==> src/dmim_ram.sv <==
// Generic single-port-write, single-port-read RAM with registered read.
module dmim_ram #(
  parameter int unsigned WIDTH = 8,
  parameter int unsigned DEPTH = 256
) (
  input  logic                     clk,
  input  logic                     we,
  input  logic [$clog2(DEPTH)-1:0] waddr,
  input  logic [WIDTH-1:0]         wdata,
  input  logic [$clog2(DEPTH)-1:0] raddr,
  output logic [WIDTH-1:0]         rdata
);
  logic [WIDTH-1:0] mem [DEPTH];

  always_ff @(posedge clk) begin
    if (we) begin
      mem[waddr] <= wdata;
    end
    rdata <= mem[raddr];
  end
endmodule

==> config.mk <==
export PLATFORM = sky130hd
export DESIGN_NAME = dmim_ram
export DESIGN_NICKNAME = d
export VERILOG_FILES = /design/src/dmim_ram.sv
export SDC_FILE = /design/constraint.sdc
export NUM_CORES = 2
export LEC_CHECK = 0
export BUFFER_PORTS_ARGS = -buffer_cell sky130_fd_sc_hd__buf_4
export CAP_MARGIN = 20
export CORE_MARGIN = 3
export CORE_UTILIZATION = 40
export CTS_CLUSTER_DIAMETER = 150
export CTS_CLUSTER_SIZE = 8
export DETAILED_ROUTE_END_ITERATION = 16
export PLACE_DENSITY = 0.56
export SETUP_SLACK_MARGIN = 0.05
export SLEW_MARGIN = 0
export SYNTH_ARGS = -nofsm -noshare
export SYNTH_HDL_FRONTEND = slang
export SYNTH_SLANG_ARGS = --single-unit
==> constraint.sdc <==
create_clock -name clk -period 2 [get_ports clk]
set_input_delay 0.1 -clock clk [delete_from_list [all_inputs] [get_ports clk]]
set_output_delay 0.1 -clock clk [all_outputs]
set_load 0.05 [all_outputs]
; After elaboration in Yosys (flattened, before gate mapping)
; Memories as Yosys holds them, arrays and structs flattened. A register that Yosys moved wholly into a read port is not among the register bits.
; Cells that the tools add are included.
[totals]
output_inout_bits = 8
mem_bits_rw = 2048
rom_bits = 0
latchBits = 0
regBits = 0
wordCells = 3
in_bits = 26
mem_count = 1
[mem_list]
columns = memory, depth, width, read_ports, rd_ports_with_merged_regs, wr, line
row1 = mem, 256, 8, 1, 1, 1, 13  ; logic [WIDTH-1:0] mem [DEPTH];
[op_classes]
mux = 2
addsub = 0
n_eq_ne = 0
n_reduce_logical = 0
n_div = 0
mul = 0
bitwise_logic = 0
shift = 0
n_lt_le_gt_ge = 0
[ops]
columns = op, count
row1 = $mux W1, 2

; Logic depth before layout (Yosys ltp)
[logic_depth]
ltp_word = 2
depth_mapped = 11
mapped_depth_nobuf = 6

; Least setup slack after synthesis
; Ideal clock, no wire load.
[synth_timing]
path_type = input-to-reg
from = input port raddr[0]
to = register rdata[2], read port of mem
path_stages = 9
t_arrival_ps = 1907
t_required_ps = 1869
path_slack_ps = -38
path_cell_list = buf_6 buf_12 buf_8 buf_2 mux4_2 a22oi_1 a21oi_1 nor4_1 nor4_2
[synth_lines]
columns = item, line
row1 = "start, declared", 10  ; input logic [$clog2(DEPTH)-1:0] raddr,
row2 = "end, declared", 11  ; output logic [WIDTH-1:0] rdata

==> metrics.cfg <==
[worst_setup_path]
worstRegToRegCells=6
cp-startpoint=mem[67][1]
required_ns=2.76
cp-start-kind=flop
reg2reg_to=rdata[1]
r2r-start=mem[67][1]
r2r_slack_ns=-0.24
arrival_ns=3.00
crit_path_max_fanout=1
worstSetupEndpointType=flop
criticalPathCategory=reg -> reg

[sta]
finClkSkew_ns=0.0567
finalHoldViolations=0
timing.fmax_mhz=446
rsz0062_at_grt=true
tightest_slew_ns=1.05
setup_slack_ns=-0.240
setup_viol=8
tns_ns=-1.22
relSlewSlack_pct=29.7
post-route-period-util_pct=112
period_minus_slack_ns=2.24
slew_violations=0

[finish]
final-instance-count-excl-fill=7318
layout_commonest_cell=edfxtp_1
final_cell_mix=edfxtp_1 (2048), buf_4 (706), mux4_2 (454), clkbuf_16 (310), nor2_1 (275)
drive_gt1_share_pct=36.1
areaGrowthSynthToFinish_pct=22.8
final_nets=4673
final_core_util_pct=49.4
n_fill_cell=15900

[yosys]
synthCells=3733
synth_area_um2=79600
synth-edff-count=2048
synth_cell_types=55
synthesis.nets=3759
ys.flop_type=edfxtp_1
avgSynthCellArea_um2=21.3
async_reset_ff_share_pct=0
yosys_warnings=0
synth_seq_cells=2056
seq_area_frac_synth_pct=77.5

[detailed_routing]
dr.first_iter.drc_count=4414
num_vias=41300
postRouteAntennaNets=0
drt-pass1-iter-count=6
routed_wl_um=211000
vias_per_cell=5.64
wl_per_cell_um=28.8
drc=0

[worst_hold_path]
hp-class=in -> reg
holdPathStages=5
hold_start=waddr[3]
min_to=mem[173][6]

[clocking]
path_clk_slew_ns=0.05
h-tree-depth=5
cts_made_buffers=306
insertion_delay_ns=0.90
clockBufferDepth=4
cts_sinks=2056
cts_root_buf=clkbuf_16
cts_tree=built
post-cts-setup-buffer-count=0

[floorplanning]
start_util_pct=40.3
coreArea_um2=198000
die_y_um=452
die_x_um=452
ios=34
die_area_um2=204000
num_rows=163

[global_route]
gr-total-overflow=0
first_global_vias=42500
antenna_found_initial=10
grt_max_degree=81
track_usage_pct=20.7
grt_first_pass_wirelength_um=306000

[place]
dpl.cell_count=6960
gp_congestion=0.855
io_buffers=33
dp_hpwl_um=137000

[run_status]
violations=setup timing
status=finished with violations

[power_and_ir_drop]
power_density_nw_per_um2=994
p_leak_nw=32.0
ir_drop_uv=691

[run]
drv_cap=0

-- synthesized netlist by cell type, types with 16 or more instances --
master | n | area share, %
nor4_1 | 24 | 0.19
buf_6 | 21 | 0.30
o221ai_1 | 46 | 0.51
mux2i_1 | 134 | 1.7
a21oi_1 | 96 | 0.60
o22ai_1 | 28 | 0.22
a22oi_1 | 133 | 1.3
nor2_1 | 282 | 1.3
buf_2 | 31 | 0.20
nor3_1 | 22 | 0.14
a211oi_1 | 16 | 0.15
nand3_1 | 34 | 0.21
buf_1 | 22 | 0.10
nor2b_1 | 31 | 0.24
nand2_1 | 33 | 0.16
clkbuf_1 | 111 | 0.52
edfxtp_1 | 2048 | 77
buf_4 | 27 | 0.25
mux4_2 | 454 | 13
-- layer usage --
| layer | vias up | global-route usage, % | part of all wire, % | routed length, um |
|---|---|---|---|---|
| met2 | 1606 | 33.4 | 49 | 103000 |
| met4 | 0 | 5.86 | 2.6 | 5480 |
| met1 | 21900 | 28.9 | 42 | 88200 |
| met5 | - | 0 | 0 | 0 |
| li1 | 17400 | - | - | - |
| met3 | 332 | 3.86 | 6.8 | 14400 |
-- sequential cells by signal, summed over array words and instances (netlist names) --
name,flops
mem,2048
rdata,8
-- repair_timing --
action                                 4_1_cts  5_1_grt
gates resized for setup                     76       25
endpoints found under the hold margin     2097        0
setup endpoints to repair                    8        8
hold buffers                                19        0
pin swaps                                   31       21
-- cell families after synthesis --
| logic type | synth area share (%) |
|---|---|
| muxes | 14.6 |
| and+or+nand+nor | 2.63 |
| DFF | 77.5 |
| AOI/OAI and AO/OA | 3.42 |
| buffers and inverters | 1.83 |
-- per-stage QoR --
stage	worst slack [ns]	power [mW]	cell area (um2)	hold WS [ns]
final	-0.240	97.1	97700	0.0807
after global routing	-0.309	100	97700	0.0524
after CTS	-0.269	98.1	97500	0.0112
after detailed placement	-1.16	53.9	89000	0.480
after global placement	-1.70	53.8	89000	0.478
after floorplan	0.0479	50.9	79700	0.199
-- report_power, final --
| group | total [mW] | switching, mW | internal, mW |
|---|---|---|---|
| Clock | 43.8 | 16.7 | 27.1 |
| Sequential | 47.7 | 0.0942 | 47.6 |
| Combinational | 5.55 | 3.24 | 2.31 |
-- worst max-delay path: stages, from the launching register on --
cell and delay [ns]:
edfxtp_1 0.35, mux4_2 0.50, mux4_2 0.53, nor2b_1 0.18, nor4_4 0.26, buf_4 0.23, nor4_1 0.06
-- worst max path at each step --
stage | to | slack [ns]
after floorplan | rdata[2] | 0.05
after global placement | rdata[1] | -1.70
after detailed placement | rdata[6] | -1.16
after CTS | rdata[0] | -0.27
after global routing | rdata[1] | -0.31
final | rdata[1] | -0.24
-- cell type report --
type | count | area, um2 | area share [%]
flip-flops and latches | 2056 | 61700 | 63.1
multi-input cells | 1442 | 17100 | 17.5
clock buffers | 330 | 7830 | 8.02
repair buffers | 839 | 7710 | 7.90
well taps | 2640 | 3300 | 3.38
clock inverters | 5 | 51.3 | 0.0525
diodes | 4 | 10.0 | 0.0102
inverters | 2 | 7.51 | 0.00769
Note: power is estimated with default switching activity, not from simulation.
