**src/dmim_pkg.sv**
```systemverilog
// Shared types and constants for the direct mapped interval monitor.
package dmim_pkg;

  localparam int unsigned TableDepth = 256;

  localparam logic [1:0] FUNC_BEGIN = 2'd0;
  localparam logic [1:0] FUNC_END   = 2'd1;
  localparam logic [1:0] FUNC_TOUT  = 2'd2;
  localparam logic [1:0] FUNC_LOST  = 2'd3;

  localparam logic CFG_HOT_THRESHOLD = 1'b0;
  localparam logic CFG_TIMEOUT_LIMIT = 1'b1;

  localparam logic [31:0] HotThresholdReset = 32'd200;
  localparam logic [31:0] TimeoutLimitReset = 32'd2000;

  typedef struct packed {
    logic [1:0]  func;
    logic [7:0]  slot;
    logic [31:0] sample_value;
    logic [63:0] now_us;
  } in_word_t;

  typedef struct packed {
    logic        accepted;
    logic        flag;
    logic [31:0] last_interval;
    logic [31:0] hit_count;
    logic [63:0] hit_time;
    logic [31:0] hot_count;
    logic [63:0] hot_time;
    logic [31:0] lost_count;
    logic [63:0] lost_time;
    logic [31:0] same_value_count;
    logic [31:0] up_sum;
    logic [31:0] down_sum;
  } out_word_t;

  // One stored entry of the table.
  typedef struct packed {
    logic        open;
    logic [63:0] begin_stamp;
    logic [31:0] begin_value;
    logic [31:0] interval;
    logic [31:0] hits;
    logic [63:0] hit_time;
    logic [31:0] hot_count;
    logic [63:0] hot_time;
    logic [31:0] lost_count;
    logic [63:0] lost_time;
    logic [31:0] same_count;
    logic [31:0] up_sum;
    logic [31:0] down_sum;
    logic [31:0] unmatched;
  } entry_t;

  localparam int unsigned EntryWidth = $bits(entry_t);

endpackage

```
**src/dmim_update.sv**
```systemverilog
// Combinational read-modify-write of one table entry.
module dmim_update (
  input  dmim_pkg::in_word_t  item,
  input  logic                valid_in,
  input  dmim_pkg::entry_t    cur,
  input  logic [31:0]         hot_threshold,
  input  logic [31:0]         timeout_limit,
  output dmim_pkg::entry_t    nxt,
  output logic                valid_out,
  output logic                write_en,
  output dmim_pkg::out_word_t result
);
  dmim_pkg::entry_t base;
  logic [63:0] d;

  always_comb begin
    base = valid_in ? cur : '0;
    d = item.now_us - base.begin_stamp;
    nxt = base;
    valid_out = valid_in;
    write_en = 1'b0;
    result = '0;
    case (item.func)
      dmim_pkg::FUNC_BEGIN: begin
        valid_out = 1'b1;
        write_en = 1'b1;
        if (base.open) begin
          nxt.lost_count = base.lost_count + 32'd1;
          nxt.lost_time = base.lost_time + d;
        end
        nxt.begin_stamp = item.now_us;
        nxt.begin_value = item.sample_value;
        nxt.open = 1'b1;
      end
      dmim_pkg::FUNC_END: begin
        write_en = valid_in;
        if (base.open) begin
          nxt.hits = base.hits + 32'd1;
          nxt.hit_time = base.hit_time + d;
          if (d >= {32'd0, hot_threshold}) begin
            nxt.hot_count = base.hot_count + 32'd1;
            nxt.hot_time = base.hot_time + d;
          end
          nxt.interval = d[31:0];
          nxt.open = 1'b0;
          nxt.begin_stamp = '0;
          if (item.sample_value == base.begin_value) begin
            nxt.same_count = base.same_count + 32'd1;
          end else if (item.sample_value > base.begin_value) begin
            nxt.up_sum = base.up_sum + (item.sample_value - base.begin_value);
          end else begin
            nxt.down_sum = base.down_sum + (base.begin_value - item.sample_value);
          end
        end else begin
          nxt.unmatched = base.unmatched + 32'd1;
        end
      end
      dmim_pkg::FUNC_TOUT: result.flag = valid_in && !base.open &&
                                         (base.interval >= timeout_limit);
      default: result.flag = valid_in && base.open;
    endcase
    if (valid_out) begin
      result.accepted = 1'b1;
      result.last_interval = nxt.interval;
      result.hit_count = nxt.hits;
      result.hit_time = nxt.hit_time;
      result.hot_count = nxt.hot_count;
      result.hot_time = nxt.hot_time;
      result.lost_count = nxt.lost_count;
      result.lost_time = nxt.lost_time;
      result.same_value_count = nxt.same_count;
      result.up_sum = nxt.up_sum;
      result.down_sum = nxt.down_sum;
    end
  end
endmodule

```
**config.mk**
```make
export PLATFORM = sky130hd
export DESIGN_NAME = dmim_update
export DESIGN_NICKNAME = d
export VERILOG_FILES = /design/src/dmim_pkg.sv /design/src/dmim_update.sv
export SDC_FILE = /design/constraint.sdc
export NUM_CORES = 2
export LEC_CHECK = 0
export BUFFER_PORTS_ARGS = -buffer_cell sky130_fd_sc_hd__buf_2
export CELL_PAD_IN_SITES_DETAIL_PLACEMENT = 1
export CELL_PAD_IN_SITES_GLOBAL_PLACEMENT = 1
export CORE_AREA = 2 2 659 661
export DETAILED_ROUTE_END_ITERATION = 10
export DIE_AREA = 0 0 661 663
export PLACE_DENSITY = 0.32
export REMOVE_ABC_BUFFERS = 1
export SLEW_MARGIN = 0
export SYNTH_ARGS = -nofsm -noshare
export SYNTH_HDL_FRONTEND = slang
export SYNTH_SLANG_ARGS = --single-unit
```
**constraint.sdc**
```tcl
create_clock -name vclk -period 15.2
set_clock_uncertainty 0.15 [all_clocks]
set_input_delay 3.04 -clock vclk [all_inputs]
set_output_delay 3.04 -clock vclk [all_outputs]
set_load 0.005 [all_outputs]
```
Word-level counts from Yosys, hierarchy flattened
Cells that the tools add are included.
- logic and storage cells: 46
- register bits after elaboration: 0
- output and inout bits: 965
- $add $sub $neg: 13
- $lt $le $gt $ge: 3
- reduce and logical (&&, ||, !) cells: 6
- equality and inequality tests: 3
- mux-type cells: 21
- operators with widths (operator ; number):
    $mux W545 ; 1
    $mux W224 ; 2
    $mux W416 ; 1
    $mux W96 ; 4
    $add A64 B64 Y64 ; 3
    $add A32 B1 Y32 const B ; 5
    $mux W32 ; 5
    $pmux W65 S2 ; 1
    $mux W128 ; 1
    $mux W64 ; 2
    $add A32 B32 Y32 ; 2
    $ge A64 B32 Y1 ; 1
    $sub A32 B32 Y32 ; 2
    $sub A64 B64 Y64 ; 1
    $eq A32 B32 Y1 ; 1
    $ge A32 B32 Y1 ; 1
    $gt A32 B32 Y1 ; 1
    $pmux W1 S2 ; 2
    $logic_and A1 B1 Y1 ; 3
    $eq A2 B1 Y1 const B ; 1
    $eq A2 B2 Y1 const B ; 1
    $logic_not A2 Y1 ; 1
    $mux W1 ; 2
    $reduce_or A2 Y1 ; 1
    $logic_not A1 Y1 ; 1

Logic depth before layout (Yosys ltp)
- depth in word-level cells: 8
- mapped depth: 41
- gate-level depth less buffers: 30

Worst setup path before layout
OpenSTA, ideal clock, no wires.
- path type: input to output
- start: input valid_in
- end: output nxt[188] (netlist bit)
- arrival time: 11.053 ns
- path buffers: 11
- stages on the path: 39
- setup slack: 0.957 ns
- path through: clkbuf_1 > clkbuf_1 > clkbuf_1 > clkbuf_1 > clkbuf_1 > clkbuf_1 > clkbuf_1 > clkbuf_1 > clkbuf_1 > clkbuf_1 > nand2_1 > ha_1 > buf_4 > a21oi_1 > o211ai_1 > a211o_1 > a21oi_1 > o21ai_0 > (+3 left out) > a21oi_1 > xnor2_1 > ha_1 > a21o_1 > a21o_1 > a21oi_1 > o2111ai_1 > nor3_1 > nor3_1 > o41ai_1 > o41a_1 > o31a_1 > o21bai_1 > a21oi_1 > nor3_1 > o21a_1 > or3_1 > a32o_1
- RTL lines (item ; RTL line ; text):
    from (decl) ; dmim_update.sv:4 ; input logic valid_in,
    to (decl) ; dmim_update.sv:8 ; output dmim_pkg::entry_t nxt,

==> results.py <==
metrics = {
    "sta": {
        "worst_pin_slew_ps": 1270,
        "min_period_ps": 14420,
        "final-setup-viol-count": 0,
        "maxSlewViolCount": 0,
        "grt_setup_unrepaired": "false",
        "period_share_pct": 94.9,
        "max_freq_mhz": 69.4,
        "finalHoldViolCount": 0,
        "slew_headroom_pct": 15.3,
    },
    "finish": {
        "clock_buffers": 0,
        "nNetsFinal": 8165,
        "drive_gt1_share_pct": 29.4,
        "fin_cells": 12776,
        "nFlopsAndLatches": 0,
        "areaGrowthSynthToFinish_pct": 48.3,
        "filler_cell_count": 52621,
        "regArea_sq_um": 0,
        "fin_util_pct": 12.0,
    },
    "synthesis": {
        "synthTopCellsByArea": "ha_1 15%, nand2_1 7.2%, a21oi_1 6.9%",
        "yosys_warnings": 0,
        "synth_xor_area_share_pct": 12.1,
        "yosys.area.top_type": "ha_1",
        "avgSynthCellArea_sq_um": 6.53,
        "synthDistinctLibCells": 109,
        "yosysSeqAreaShare_pct": 0,
        "synth_top_family_by_area": "compound AO/OA/AOI/OAI gates",
        "synth_mux_area_share_pct": 2.90,
        "synthSimpleGateAreaFrac_pct": 27.3,
        "netlist_area_sq_mm": 0.0350,
        "synth_fa_ha_area_share_pct": 18.7,
        "synth-compound-area-share_pct": 31.9,
        "synth_top_area_share_pct": 14.9,
        "syn_inst": 5355,
    },
    "floorplan": {
        "die_w_um": 661,
        "fp-row-count": 242,
        "io-pin-count": 1681,
        "dieArea_sq_mm": 0.438,
        "die_h_um": 663,
        "initial_core_util_pct": 8.10,
        "coreArea_sq_mm": 0.432,
    },
    "worst_setup_path": {
        "critPathBufInv": 5,
        "arrival_ps": 11230,
        "cp-start-kind": "input pin",
        "crit_family": "simple AND/OR/NAND/NOR gates",
        "endpoint_kind": "primary output",
        "cp-startpoint": "valid_in",
        "path_max_fanout": 45,
        "critical_path_class": "input pin to primary output",
        "cp.depth": 28,
        "cp-endpoint": "result[272]",
        "critPathRequiredTime_ps": 12010,
        "cp_slowest_cell": "nor4_2",
        "critPathMaxStageDelay_ps": 550,
    },
    "drt": {
        "via_count": 49084,
        "route.detailed.drc": 0,
        "routed_via_density": 3.84,
        "drt_iter0_markers": 2769,
        "routed_wl_um": 417000,
        "final_antenna_net_count": 0,
        "firstDrtPassIters": 7,
        "wl_per_cell_um": 32.6,
    },
    "run": {
        "max_cap_violations": 0,
    },
    "placement": {
        "gp_congestion": 0.913,
        "dp_hpwl_um": 382000,
        "port_buffers": 1673,
        "place_inst": 12699,
    },
    "global_routing": {
        "antenna_found_initial": 184,
        "grt_util_all_layers_pct": 18.1,
        "grt_pass1_vias": 50187,
        "grt_pass1_wl_um": 528000,
        "grt_max_degree": 128,
        "overflow": 0,
    },
    "pwr": {
        "p_per_area_mw_per_mm2": 63.2,
        "max-vdd-ir-drop_mv": 0.0219,
        "p_leak_uw": 0.0245,
    },
    "worst_hold_path": {
        "hold_class": "input pin to primary output",
        "hold_depth": 3,
    },
    "status": {
        "status": "finished clean",
    },
}
## worst min path at each step
stage          startpoint  endpoint  slack, ps
6_report         cur[288]  nxt[288]       6240
2_1_floorplan   item[105]  write_en       5960
3_5_place_dp     cur[288]  nxt[288]       6240
4_1_cts          cur[288]  nxt[288]       6240
5_1_grt          cur[288]  nxt[288]       6270
3_3_place_gp     cur[288]  nxt[288]       6250
## cells in the final DEF (no fill, tap or decap), drive strengths merged, types with 18 or more instances in the layout
| cell type | synthesis | final |
|---|---|---|
| xor2 | 226 | 226 |
| o211ai | 28 | 28 |
| nand2 | 673 | 673 |
| or3 | 54 | 54 |
| a22o | 138 | 138 |
| a31oi | 44 | 44 |
| a21oi | 480 | 480 |
| o21ai | 400 | 400 |
| ha | 416 | 416 |
| o31ai | 30 | 30 |
| inv | 353 | 354 |
| and2 | 265 | 265 |
| nand2b | 51 | 51 |
| nand4 | 87 | 87 |
| o21a | 44 | 44 |
| buf | 42 | 1888 |
| fa | 66 | 66 |
| xnor2 | 242 | 242 |
| a21o | 193 | 193 |
| mux2 | 58 | 58 |
| mux2i | 36 | 36 |
| a32o | 70 | 70 |
| or2 | 18 | 18 |
| nor2 | 424 | 424 |
| nor3 | 79 | 79 |
| nor2b | 48 | 48 |
| o21bai | 55 | 55 |
| nor4 | 19 | 19 |
| and3 | 59 | 59 |
| diode | 0 | 77 |
| nand3 | 152 | 152 |
| a211oi | 52 | 52 |
## where the power goes
group	switching, uW	internal (uW)	total [uW]
clock network	0	0.00000489	0.00000536
registers	0	0	0
logic	2160	1120	3280
## worst min-delay path, stage by stage
cell and delay [ps]:
buf_2 100, o21ai_0 80, buf_2 130
## synthesized netlist by cell type, types with 87 or more instances
master    count
nand4_1      87
a21o_1      193
xor2_1      226
xnor2_1     239
a22o_1      138
ha_1        416
inv_1       351
clkbuf_1    230
a21oi_1     479
nand2_1     672
and2_1      264
o21ai_0     389
nor2_1      423
nand3_1     148
## metal layers
metal | share of wire, % | wire (um) | up-vias | global-route usage (%)
li1 | - | - | 22422 | -
met2 | 48 | 200000 | 1511 | 31.6
met1 | 44 | 183000 | 24784 | 23.1
met3 | 5.1 | 21400 | 357 | 3.02
met5 | 0.017 | 70 | - | 0
met4 | 3.0 | 12400 | 10 | 4.34
## through the flow
step	setup TNS [ps]	worst slack (ps)	total power [uW]	hold slack (ps)	cell area, sq um
detailed placement	0	324	3340	6240	51700
finish	0	781	3280	6240	51900
global placement	0	172	3340	6250	51700
floorplan	-277800	-3530	1640	5960	33800
global route	0	68.1	3580	6270	51800
CTS	0	283	3360	6240	51700
## layout make-up
cell class / count / area, sq um / share of cell area, %
Antenna cell: 77 / 193 / 0.371
Inverter: 354 / 1340 / 2.58
Multi-Input combinational cell: 4723 / 32700 / 63.1
Timing Repair Buffer: 1888 / 10500 / 20.2
Tap cell: 5734 / 7170 / 13.8
## kinds of logic after synthesis
group	count (synthesis)
AOI/OAI and AO/OA	1693
xor gates and xnor gates	473
adders and majority gates	484
buffers and inverters	632
muxes	94
and+or+nand+nor	1979
## timing repair
action | 4_1_cts | 5_1_grt
gates resized for setup | 0 | 2
hold buffers | 0 | 0
endpoints found under the setup margin | 0 | 5
setup buffers | 0 | 0
Power figures use the tool's default switching activity.
